[src/mmbbc_ram.sv]
// Generic single-port-write, single-port-read RAM with a registered read.
// No dependencies.
`default_nettype none
module mmbbc_ram #(
	parameter int WIDTH = 60,
	parameter int DEPTH = 64
) (
	input  wire logic                     clk,
	input  wire logic                     we,
	input  wire logic [$clog2(DEPTH)-1:0] waddr,
	input  wire logic [WIDTH-1:0]         wdata,
	input  wire logic [$clog2(DEPTH)-1:0] raddr,
	output logic      [WIDTH-1:0]         rdata
);

	logic [WIDTH-1:0] mem_q [DEPTH];
	logic [WIDTH-1:0] rdata_q;

	always_ff @(posedge clk) begin
		if (we) begin
			mem_q[waddr] <= wdata;
		end
		rdata_q <= mem_q[raddr];
	end

	assign rdata = rdata_q;

endmodule
`default_nettype wire

[config.mk]
export PLATFORM = sky130hd
export DESIGN_NAME = mmbbc_ram
export DESIGN_NICKNAME = d
export VERILOG_FILES = /design/src/mmbbc_ram.sv
export SDC_FILE = /design/constraint.sdc
export NUM_CORES = 2
export LEC_CHECK = 0
export BUFFER_PORTS_ARGS = -buffer_cell sky130_fd_sc_hd__buf_2
export CAP_MARGIN = 10
export CORE_MARGIN = 2
export CORE_UTILIZATION = 45
export CTS_CLUSTER_DIAMETER = 50
export DETAILED_ROUTE_END_ITERATION = 8
export MAX_ROUTING_LAYER = met4
export SYNTH_ARGS = -nofsm -noshare
export SYNTH_HDL_FRONTEND = slang
export SYNTH_SLANG_ARGS = --single-unit
export TNS_END_PERCENT = 1
[constraint.sdc]
create_clock -name clk -period 8 [get_ports clk]
set_clock_uncertainty 0.2 [all_clocks]
set_input_delay 1.2 -clock clk [delete_from_list [all_inputs] [get_ports clk]]
set_output_delay 1.2 -clock clk [all_outputs]
set_load 0.005 [all_outputs]
* Word level (Yosys, flattened, before mapping)
Memories as Yosys holds them, arrays and structs flattened. A register that Yosys moved wholly into a read port is not among the register bits. Index checks and enable logic that the tools add are counted.
Word-level totals: memories 1, memory bits (writable) 3840, logic and storage cells 3, register bits 0, input port bits 74
Operators by class: multiplexer cells 2
Memories:
- mem_q | words 64, width 60, read ports 1, clocked after memory_dff 1, wr ports 1, RTL line 16 | logic [WIDTH-1:0] mem_q [DEPTH];
Operator list (count):
- $mux W1 | 2

* Logic depth before layout (Yosys ltp)
depth in word-level cells 2, gate-level depth with buffers 11

* Worst setup path before layout
Ideal clock, no wire load.
kind input to register, from input waddr[3], to memory mem_q[48][0] (enable), required time 7.249 ns, path slack 1.471 ns, cell stages on the path 4, arrival 5.777 ns, path through clkbuf_1 nor2b_1 nand4b_1 nor3_1
RTL lines:
- start, declared | RTL line 10 | input wire logic [$clog2(DEPTH)-1:0] waddr,
- end, declared | RTL line 16
No word-level cell before the write port.

==> impl_results.md <==
- Leakage: 52.0 nW
- Status: finished clean
- Count of pins over their slew limit: 0
- I/O pin count: 134
- Worst slack, placed: 3.06 ns
- DIE WIDTH: 575 um
- Drt via density: 6.39
- Global-route wire length before repair: 579 mm
- Clock-pin slew on the worst setup and hold paths: around 0.06 ns
- GR Layer Usage met3: 0.0407
- Met2 GRT Util: 0.399
- DIE HEIGHT: 575 um
- Max Clk Rate: 0.247 GHz
- GRT Util Overall: 0.261
- Rows: approximately 210
- Final WS setup: about 4 ns
- Worst R2R Path Depth: 4
- #FFs+latches synth: 3900
- Max IR drop VDD: 0.000218 V
- Met1 Use GR: 0.368
- Mapped Cells: 6093
- CP Class: in2reg
- Setup Fix Bufs, Post-CTS: 0
- Overflow after GRT: 0
- Hold WC Path Type: in2reg
- Vias in the first global route: 70637
- Ys Warns: 0
- Post-Syn Nets: 6167
- Cell variety after synth: 36
- RSZ-0062 raised after global routing: false
- Wire length per cell: 37.5 um
- GR peak layer: met2
- CP max FO: 63
- PD cells: 267 mW/mm^2
- Starting density of the core: 0.452
- Post-synth EDFFs: 3840
- CTS hold repair buffers: 0
- Final Hold Vio Count: 0
- FFs w/ async S/R, synth: 0
- Detailed Route WL: about 420 mm
- Longest Clk Path Bufs: 4
- FILL cells: 24636
- CORE AREA: 0.324 mm^2
- Largest net degree at the start of global routing: 115
- Post-route ant nets: 0
- CTS sink count: 3900
- Critical Path Start Type: primary input
- Avg Cell Area, Syn: 24.0 um^2
- Top_reg_cell synth: edfxtp_1
- Layout cells sized above 1: 0.316
- Non-Filler Instances: around 11000
- Mapped cell area: around 0.15 mm^2
- Worst Tran Pin Value: 1.34 ns
- DRC viols: 0
- Crit path arrival time: 4.67 ns
- Placed Cells incl. Taps: a little over 10000
- TritonCTS clock tree: yes
- TNS Setup: 0 ns
- Hold depth: 3
- Maxcap violations: 0
- IO buf count: between 100 and 150
- Drt initial violations: roughly 10000
- Seq/Total Area, Yosys: 0.795
- Period Utilization, post-route: 0.506
- P&R area growth vs syn: 14.8%
- DP Wirelength: between 200 and 250 mm
- CTS Buf Count: 426
- Finish-stage setup viols: 0
- CP required: about 8.6 ns
- Routability cong.: between 0.7 and 0.8
- Die ar.: 0.330 mm^2
- Most frequent cells in the layout: 3840 x edfxtp_1, 1040 x mux4_2, 426 x clkbuf_16
- H-tree Lvls: 5
- Leading cell type in the layout, fill and taps excluded: edfxtp_1
- 1st-pass router iterations: 7
- Worst Setup End Kind: flip-flop
- Max-Slew Margin vs Limit: 0.104
- Final hold slack: roughly 0.55 ns
- Min Tclk post-route: 4.05 ns
- PostCTS Resize Cnt: 0
- Worst-Skew Late Latency: just under 1 ns
- Vias after detailed routing: 71713
- Nets: 6579
- Initial antenna violation count: 36
- Root Driver: clkbuf_16
==> worst paths after layout <==
kind	from	endpoint	slack [ns]
worst max-delay path	raddr[2]	rdata[42]$_DFF_P_	3.95
worst min-delay path	raddr[4]	rdata[51]$_DFF_P_	0.55
worst max register to register	mem_q[31][42]$_DFFE_PP_	rdata[42]$_DFF_P_	5.57
worst min register to register	mem_q[48][21]$_DFFE_PP_	rdata[21]$_DFF_P_	0.69
==> logic make-up (layout without fill, tap and decap cells) <==
kind of cell / Yosys count / in the layout / share of synthesized area
other: 0 / 16 / 0
DFF: 3900 / 3900 / 0.795
AOI/OAI and AO/OA: 402 / 402 / 0.0176
muxes: 1149 / 1149 / 0.168
buffers and inverters: 341 / 1122 / 0.0107
and+or+nand+nor: 301 / 301 / 0.00867
==> report_power, final <==
part	leakage [nW]	total [W]	switching, W	internal (W)
clock network	7.02	0.0202	0.00834	0.0119
logic	9.94	0.00194	0.00121	0.000726
registers	35.1	0.0227	0.000103	0.0226
==> state kept, by name (all words and copies together) (netlist names) <==
| signal | cells |
|---|---|
| mem_q | 3840 |
| rdata | 60 |
==> synth_stat cells, types with 34 or more instances <==
master,count,area (um^2)
nand2_1,68,255
a21oi_1,74,370
mux2_2,58,653
mux2i_1,51,510
o221ai_1,59,517
clkbuf_1,170,638
buf_4,34,255
o22ai_1,188,1180
dfxtp_1,60,1200
mux4_2,1040,23400
edfxtp_1,3840,115000
nor2_1,177,664
o21ai_0,38,190
buf_2,99,495
==> stage by stage <==
step	area (um^2)	util	power, W
after floorplan	147000	-	0.0242
after global placement	153000	0.474	0.0251
after detailed placement	153000	0.474	0.0251
after CTS	168000	0.519	0.0451
after global routing	168000	0.519	0.0460
final	168000	0.519	0.0449
==> routing by layer <==
layer	vias to the layer above	part of all wire
met1	39599	0.40
li1	27247	-
met5	-	0
met4	0	0.029
met2	4157	0.47
met3	710	0.097
==> final cells by class <==
| type | instances | area [um^2] | share of cell area |
|---|---|---|---|
| Multi-Input combinational cell | 1852 | 29000 | 0.172 |
| Clock inverter | 288 | 3550 | 0.0211 |
| Timing Repair Buffer | 324 | 2600 | 0.0155 |
| Inverter | 1 | 8.76 | 0.0000521 |
| Antenna cell | 16 | 40.0 | 0.000238 |
| Sequential cell | 3900 | 117000 | 0.693 |
| Tap cell | 4325 | 5410 | 0.0322 |
| Clock buffer | 509 | 11100 | 0.0660 |
==> worst max-delay path, stage by stage <==
cell and delay [ns]:
buf_8 0.49, buf_4 0.62, buf_4 0.73, mux4_2 0.65, o22ai_1 0.60, nor2_1 0.13
No activity file was read; power rests on OpenSTA's default activity.
