`config.mk`:
```
export PLATFORM = sky130hd
export DESIGN_NAME = mmbbc_div
export DESIGN_NICKNAME = d
export VERILOG_FILES = /design/src/mmbbc_pkg.sv /design/src/mmbbc_div.sv
export SDC_FILE = /design/constraint.sdc
export NUM_CORES = 1
export LEC_CHECK = 0
export BUFFER_PORTS_ARGS = -buffer_cell sky130_fd_sc_hd__buf_2
export CAP_MARGIN = 20
export CORE_ASPECT_RATIO = 0.5
export CORE_UTILIZATION = 45
export CTS_CLUSTER_DIAMETER = 60
export DETAILED_ROUTE_END_ITERATION = 10
export PLACE_DENSITY = 0.81
export SLEW_MARGIN = 20
export SYNTH_ARGS = -nofsm -noshare
export SYNTH_HDL_FRONTEND = slang
export SYNTH_SLANG_ARGS = --single-unit
```
`constraint.sdc`:
```
create_clock -name clk -period 6 [get_ports clk]
set_input_delay 1.2 -clock clk [delete_from_list [all_inputs] [get_ports clk]]
set_output_delay 1.2 -clock clk [all_outputs]
set_load 0.01 [all_outputs]
```
`src/mmbbc_pkg.sv`:
```
// Shared types and constants for the meter map bar/beat converter.
// Used by the divider, the top level and the checker.
`default_nettype none
package mmbbc_pkg;

	localparam int MAX_CHANGES = 64;
	localparam int ADDR_W      = $clog2(MAX_CHANGES);
	localparam int CNT_W       = $clog2(MAX_CHANGES + 1);

	localparam int TICK_W = 48;
	localparam int NUM_W  = 8;
	localparam int POW_W  = 4;
	localparam int TPQ_W  = 16;
	localparam int BL_W   = 18;
	localparam int BT_W   = 26;
	localparam int SUM_W  = 60;
	localparam int MUL_A_W = 32;
	localparam int MUL_B_W = 26;
	localparam int DIV_CNT_W = $clog2(TICK_W);

	localparam logic [TPQ_W-1:0] TPQ_RESET   = 16'd480;
	localparam logic [NUM_W-1:0] DEFAULT_NUM = 8'd4;
	localparam logic [POW_W-1:0] DEFAULT_POW = 4'd2;

	localparam logic [2:0] OP_ADD    = 3'd0;
	localparam logic [2:0] OP_REMOVE = 3'd1;
	localparam logic [2:0] OP_CLEAR  = 3'd2;
	localparam logic [2:0] OP_QUERY  = 3'd3;
	localparam logic [2:0] OP_B2T    = 3'd4;

	localparam logic [1:0] ST_OK      = 2'd0;
	localparam logic [1:0] ST_REFUSED = 2'd1;
	localparam logic [1:0] ST_FULL    = 2'd2;

	typedef struct packed {
		logic [TICK_W-1:0] tick;
		logic [NUM_W-1:0]  num;
		logic [POW_W-1:0]  pow;
	} entry_t;

	localparam int ENTRY_W = $bits(entry_t);

	typedef struct packed {
		logic              start;
		logic [TICK_W-1:0] dividend;
		logic [BT_W-1:0]   divisor;
	} div_req_t;

	typedef struct packed {
		logic              done;
		logic [TICK_W-1:0] quotient;
		logic [BT_W-1:0]   remainder;
	} div_rsp_t;

endpackage
`default_nettype wire

```
`src/mmbbc_div.sv`:
```
// Restoring divider, one quotient bit per cycle: 48-bit dividend, 26-bit divisor.
// Depends on mmbbc_pkg for widths and the request/response structs.
`default_nettype none
module mmbbc_div (
	input  wire logic                clk,
	input  wire logic                arst_n,
	input  wire mmbbc_pkg::div_req_t req,
	output mmbbc_pkg::div_rsp_t      rsp
);

	logic [mmbbc_pkg::TICK_W-1:0]    quot_q;
	logic [mmbbc_pkg::BT_W-1:0]      rem_q;
	logic [mmbbc_pkg::BT_W-1:0]      dvs_q;
	logic [mmbbc_pkg::DIV_CNT_W-1:0] cnt_q;
	logic                            busy_q;
	logic                            done_q;

	logic [mmbbc_pkg::BT_W:0] trial;
	logic [mmbbc_pkg::BT_W:0] diff;
	logic                     ge;

	always_comb begin
		trial = {rem_q, quot_q[mmbbc_pkg::TICK_W-1]};
		ge    = (trial >= {1'b0, dvs_q});
		diff  = trial - {1'b0, dvs_q};
	end

	always_ff @(posedge clk or negedge arst_n) begin
		if (!arst_n) begin
			busy_q <= 1'b0;
			done_q <= 1'b0;
			cnt_q  <= '0;
		end else begin
			done_q <= 1'b0;
			if (busy_q) begin
				rem_q  <= ge ? diff[mmbbc_pkg::BT_W-1:0] : trial[mmbbc_pkg::BT_W-1:0];
				quot_q <= {quot_q[mmbbc_pkg::TICK_W-2:0], ge};
				if (cnt_q == mmbbc_pkg::DIV_CNT_W'(mmbbc_pkg::TICK_W - 1)) begin
					busy_q <= 1'b0;
					done_q <= 1'b1;
				end
				cnt_q <= cnt_q + 1'b1;
			end else if (req.start) begin
				quot_q <= req.dividend;
				dvs_q  <= req.divisor;
				rem_q  <= '0;
				cnt_q  <= '0;
				busy_q <= 1'b1;
			end
		end
	end

	assign rsp.done      = done_q;
	assign rsp.quotient  = quot_q;
	assign rsp.remainder = rem_q;

endmodule
`default_nettype wire

```
# == Word level (Yosys, flattened, before mapping) ==
# Index checks and enable logic that the tools add are counted.
# op_classes
addsub,2
magnitude_cmp,1
eq_ne,1
n_mux,12
n_bitwise,1
reduce_logical,3
# ops
operator,count
48-bit two-way mux,2
26-bit two-way mux,3
27-bit by 26-bit >= comparator with 1-bit output,1
26-bit subtractor,1
6-bit two-way mux,2
6-bit by 1-bit adder with 6-bit output (second input constant),1
6-bit == test (second input constant),1
1-bit two-way mux,5
3-bit AND reduction,1
2-bit AND reduction,1
2-bit nonzero test,1
1-bit inverter,1
# word_totals
register_bits,108
input_bits,77
output_inout_bits,75
elab_cells,26

# == Logic depth before layout (Yosys ltp) ==
# logic_depth
depth_word,3
mapped_depth,12
mapped_depth_nobuf,12

# == Worst setup path after synthesis ==
# OpenSTA, ideal clock, no wires.
# synth_timing
kind,input -> register
start,input port arst_n
end,"register quot_q[0] in the netlist's numbering, enable pin"
setup_time_ns,0.438
arrival_ns,2.895
t_required_ns,5.562
setup_slack_ns,2.667
path_stages,1
path_buffers,0
path_cell_list,o21a_1
# synth_between
elab_chain_len,1
# synth_rtl
item,line_no,text
start: declaration,mmbbc_div.sv:6,"input wire logic arst_n,"
2-bit AND reduction (no source line),-,
end signal: assignment,mmbbc_div.sv:37,"quot_q <= {quot_q[mmbbc_pkg::TICK_W-2:0], ge};"
end signal: assignment,mmbbc_div.sv:44,quot_q <= req.dividend;
end: declaration,mmbbc_div.sv:11,logic [mmbbc_pkg::TICK_W-1:0] quot_q;
# Every way passes these cells.
# A chain may end at the register's enable or synchronous reset.

# == Worst setup path after layout ==
# layout_timing
start,register rem_q[10] in the netlist's numbering
end,register rem_q[25] in the netlist's numbering (data pin)
# layout_between
elab_chain_len,3
elab_cells_between_ends,4
classes_between,1 x add/sub; 1 x order compare; 2 x mux
# layout_rtl
item,line_no,text
start: declaration,mmbbc_div.sv:12,logic [mmbbc_pkg::BT_W-1:0] rem_q;
start signal: assignment,mmbbc_div.sv:36,rem_q <= ge ? diff[mmbbc_pkg::BT_W-1:0] : trial[mmbbc_pkg::BT_W-1:0];
26-bit subtractor or 27-bit by 26-bit >= comparator with 1-bit output (tied branches),"mmbbc_div.sv:25, mmbbc_div.sv:24",
26-bit two-way mux *,mmbbc_div.sv:36,
26-bit two-way mux *,mmbbc_div.sv:35,if (busy_q) begin
# Mark *: on every way between the ends. The rest lies on a longest branch, timed or not.

==> summary.md <==
| Metric | Value |
|---|---|
| Biggest area contributors in the synthesized netlist | `sky130_fd_sc_hd__edfxtp_1, sky130_fd_sc_hd__mux2_2, sky130_fd_sc_hd__ha_1` |
| Library cells used by synthesis | `50` |
| Most common cell after layout, fill and taps aside | `sky130_fd_sc_hd__buf_2` |
| Die ar. | `13,230 sq um` |
| First-pass detailed-route iteration total | `5` |
| Setup Buffers After CTS | `0` |
| Y dimension of the die | `81.84 um` |
| Die Wd | `161.7 um` |
| Critical path type | `reg -> reg` |
| Switching share of power | `37.19%` |
| Final max-slew violation count | `0` |
| Post-layout minimum cycle time | `2.985 ns` |
| Final worst path period share | `49.75%` |
| Root cell of the clock tree | `sky130_fd_sc_hd__clkbuf_16` |
| Effective utilization at floorplan | `47.33%` |
| Number of remaining DRC errors | `0` |
| Floorplan Core Area | `12,120 sq um` |
| TritonCTS clock tree | `built` |
| Port bufs | `151` |
| Cell area after technology mapping | `5737 sq um` |
| Antenna cell count | `0` |
| Count of H-tree levels built during CTS | `3` |
| Fin util | `57.04%` |
| Overflow left after global routing | `0` |
| Area share of fa/ha/maj cells after synthesis | `6.238%` |
| Filler Cells Inserted | `1,042` |
| Proportion of synthesized chip area in sequential cells | `55.83%` |
| P&R area growth vs syn | `20.52%` |
| Relative max-transition margin | `31.65%` |
| Number of antenna violations at the first check in global routing | `0` |
| Sequential fraction of design power | `37.7%` |
| Sum Neg Setup Slack | `0 ns` |
| Total power of the final layout | `3229 uW` |
| Worst setup skew after layout | `0.009121 ns` |
| CP max-delay cell | `sky130_fd_sc_hd__ha_1` |
| Clock share of power | `17.6%` |
| Synthesized netlist net count | `568` |
| All-layer global routing usage | `18.80%` |
| Area fraction of the dominant cell type after synthesis | `52.34%` |
| Setup repair after global routing missed its margin | `no` |
| Clock slew at reported path FFs | `0.08 ns` |
| Number of cells after detailed placement | `762` |
| Row count | `28` |
| Largest area contributor in the netlist | `sky130_fd_sc_hd__edfxtp_1` |
| Compound-gate portion of the synthesized area | `10.49%` |
| Boundary pin count | `152` |
| Count of hold-fix buffers inserted at cts | `0` |
| Routed via count | `4,056` |
| Number of global-route vias before repair | `3,965` |
| Run status | `complete, no violations` |
| Slew of the pin with the lowest slew margin | `1.019 ns` |
| Worst endpoint data arrival time | `3.16 ns` |
| Fin nets | `714` |
| Average wire per standard cell | `15.76 um` |
| Timing-limited maximum frequency | `335.0 MHz` |
| Mean instance size in the synthesized netlist | `12.39 sq um` |
| Crit path largest cell delay | `0.45 ns` |
| Pwr Density | `467.0 nW/um^2` |
| Cell mode on critical path | `sky130_fd_sc_hd__o21a_1` |
| Path class of the lowest-slack min-delay path | `reg -> reg` |
| Average vias per placed instance | `5.207` |
| Switch Pwr | `1201 uW` |
| Instance count of the mapped netlist | `463` |
| Post-DP HPWL | `8.594 mm` |
| Type of element capturing the critical path | `flop` |
| Share of the synthesized netlist area taken by xor and xnor gates | `3.511%` |
| Simple-gate share of the synthesized area | `7.328%` |
| Main combinational cell family by area after synthesis | `multiplexers` |
| Proportion of layout cells with a drive suffix above 1 | `36.64%` |
| Insertion delay to the later sink of the worst-skew pair | `0.35 ns` |
| Post-synthesis register bit count | `108` |
| Global-route wire length before repair | `19.15 mm` |
| Number of flops mapped to enable cells by yosys | `100` |
| Total internal power | `2028 uW` |
| Number of sinks handled by clock tree synthesis | `108` |
| Post-route cell area | `6914 sq um` |
| Static leakage | `0.003001 uW` |
| Count of nets left with antenna violations after detail routing | `0` |
| Total wire length | `12.28 mm` |
| Final cell count without fillers | `779` |
| Post-synth top flop | `sky130_fd_sc_hd__edfxtp_1` |
| Final weighted congestion in routability-driven placement | `0.8886` |
| Yosys warning total | `0` |
| Max FO, Critical Path | `31` |
| CP Cell Sequence | `ha_1 > o21a_1 > o21ai_1 > a211oi_1 > o21a_1 > and2_4 > a21o_4 > nand2_1 > o32ai_1` |
| Placed standard-cell area | `6611 sq um` |
| Combinational fraction of design power | `44.7%` |
| Worst EP required | `6.18 ns` |
| Number of endpoints with negative hold slack in the final report | `0` |
| Final setup violation count | `0` |
| CP startpoint kind | `flop` |
| Number of buffers inserted during clock tree synthesis | `9` |
| Largest net degree at the start of global routing | `75` |
| Mux share of post-synthesis cell area | `12.37%` |
| Number of violations reported at the end of detailed-routing iteration 0 | `242` |
| Buffer depth of the longest clock path | `2` |
| Number of gates resized after CTS | `0` |
| FFs w/ async S/R, synth | `7.407%` |
| Maxcap violations | `0` |
| Most frequent cells in the layout | `sky130_fd_sc_hd__buf_2, sky130_fd_sc_hd__edfxtp_1, sky130_fd_sc_hd__mux2_2` |
| IR Drop Worst-Case VDD | `227.7 uV` |
sequential cells by signal, summed over array words and instances (netlist names):
signal and cells:
busy_q 1, cnt_q 6, done_q 1, dvs_q 26, quot_q 48, rem_q 26
final timing paths:
| path | endpoint | start | slack (ns) | cells after the start |
|---|---|---|---|---|
| setup / recovery | rem_q[25] | rem_q[10] | 3.02 | 9 |
| hold / removal | cnt_q[5] | cnt_q[5] | 0.51 | 1 |
| setup reg to reg | rem_q[25] | rem_q[10] | 3.02 | 9 |
| hold reg to reg | cnt_q[5] | cnt_q[5] | 0.51 | 1 |
| max in group asynchronous | busy_q | arst_n | 5.11 | 1 |
| min in group asynchronous | done_q | arst_n | 0.69 | 1 |
Yosys cell counts (2+ instances only):
cell                         n
sky130_fd_sc_hd__a211oi_1    5
sky130_fd_sc_hd__buf_2       5
sky130_fd_sc_hd__nand2_1    22
sky130_fd_sc_hd__nand3_1     7
sky130_fd_sc_hd__xnor2_1    16
sky130_fd_sc_hd__dfrtp_1     8
sky130_fd_sc_hd__buf_1       5
sky130_fd_sc_hd__nand4_1     8
sky130_fd_sc_hd__a21oi_1    27
sky130_fd_sc_hd__inv_1      35
sky130_fd_sc_hd__a21o_1      8
sky130_fd_sc_hd__o22ai_1     3
sky130_fd_sc_hd__mux2_2     47
sky130_fd_sc_hd__buf_6       4
sky130_fd_sc_hd__o21a_1      7
sky130_fd_sc_hd__a211o_1     2
sky130_fd_sc_hd__clkbuf_1    4
sky130_fd_sc_hd__mux2i_1    18
sky130_fd_sc_hd__xor2_1      7
sky130_fd_sc_hd__o21bai_1    4
sky130_fd_sc_hd__a31o_2      2
sky130_fd_sc_hd__o21ai_0    15
sky130_fd_sc_hd__nor2_1     41
sky130_fd_sc_hd__edfxtp_1  100
sky130_fd_sc_hd__o31ai_1     2
sky130_fd_sc_hd__nor3_1      7
sky130_fd_sc_hd__a31oi_1     3
sky130_fd_sc_hd__ha_1       27
sky130_fd_sc_hd__o211ai_1    2
sky130_fd_sc_hd__a21boi_0    2
per-stage QoR:
step                worst slack (ns)  hold slack, ns
CTS                            3.029          0.5022
global route                   2.826          0.5547
detailed placement             3.136          0.4857
floorplan                      2.667          0.4437
finish                         3.015          0.5089
global placement               3.245          0.4611
metal layers:
layer | vias up | track usage, % | routed length [um]
li1 | 2001 | - | -
met3 | 18 | 4.343 | 501
met1 | 1943 | 23.62 | 5601
met4 | 0 | 5.660 | 174
met2 | 94 | 32.84 | 5997
met5 | - | 0 | 0
worst max-delay path: cells and delay by family (launching register included):
family                     cells  cell delay (ns)
AOI/OAI and AO/OA              6             1.49
DFF                            1             0.42
adders and majority gates      1             0.45
and+or+nand+nor                2             0.44
kinds of logic (layout without fill, tap and decap cells):
group	count (synthesis)	count (layout)
AO/OA/AOI/OAI	91	91
XOR/XNOR	23	23
adder cells (fa/ha/maj)	28	28
buffers and inverters	54	205
flip-flops	108	108
multiplexers	65	65
AND/OR/NAND/NOR	94	94
power by group through the flow:
stage               clock (uW)  sequential, uW  combinational, uW
floorplan                    0            1270               1030
global placement             0            1230               1400
detailed placement           0            1230               1430
CTS                        576            1220               1440
global route               607            1240               1600
finish                     569            1220               1440
final cells by class:
cell class / count / area, sq um / share of cell area (%)
sequential: 108 / 3204 / 46.34
multi-input combinational: 301 / 2298 / 33.24
timing repair buffer: 154 / 798.3 / 11.55
clock buffer: 11 / 232.7 / 3.366
tap: 165 / 206.4 / 2.986
inverter: 35 / 131.4 / 1.900
clock inverter: 5 / 42.54 / 0.6153
Power figures use the tool's default switching activity.
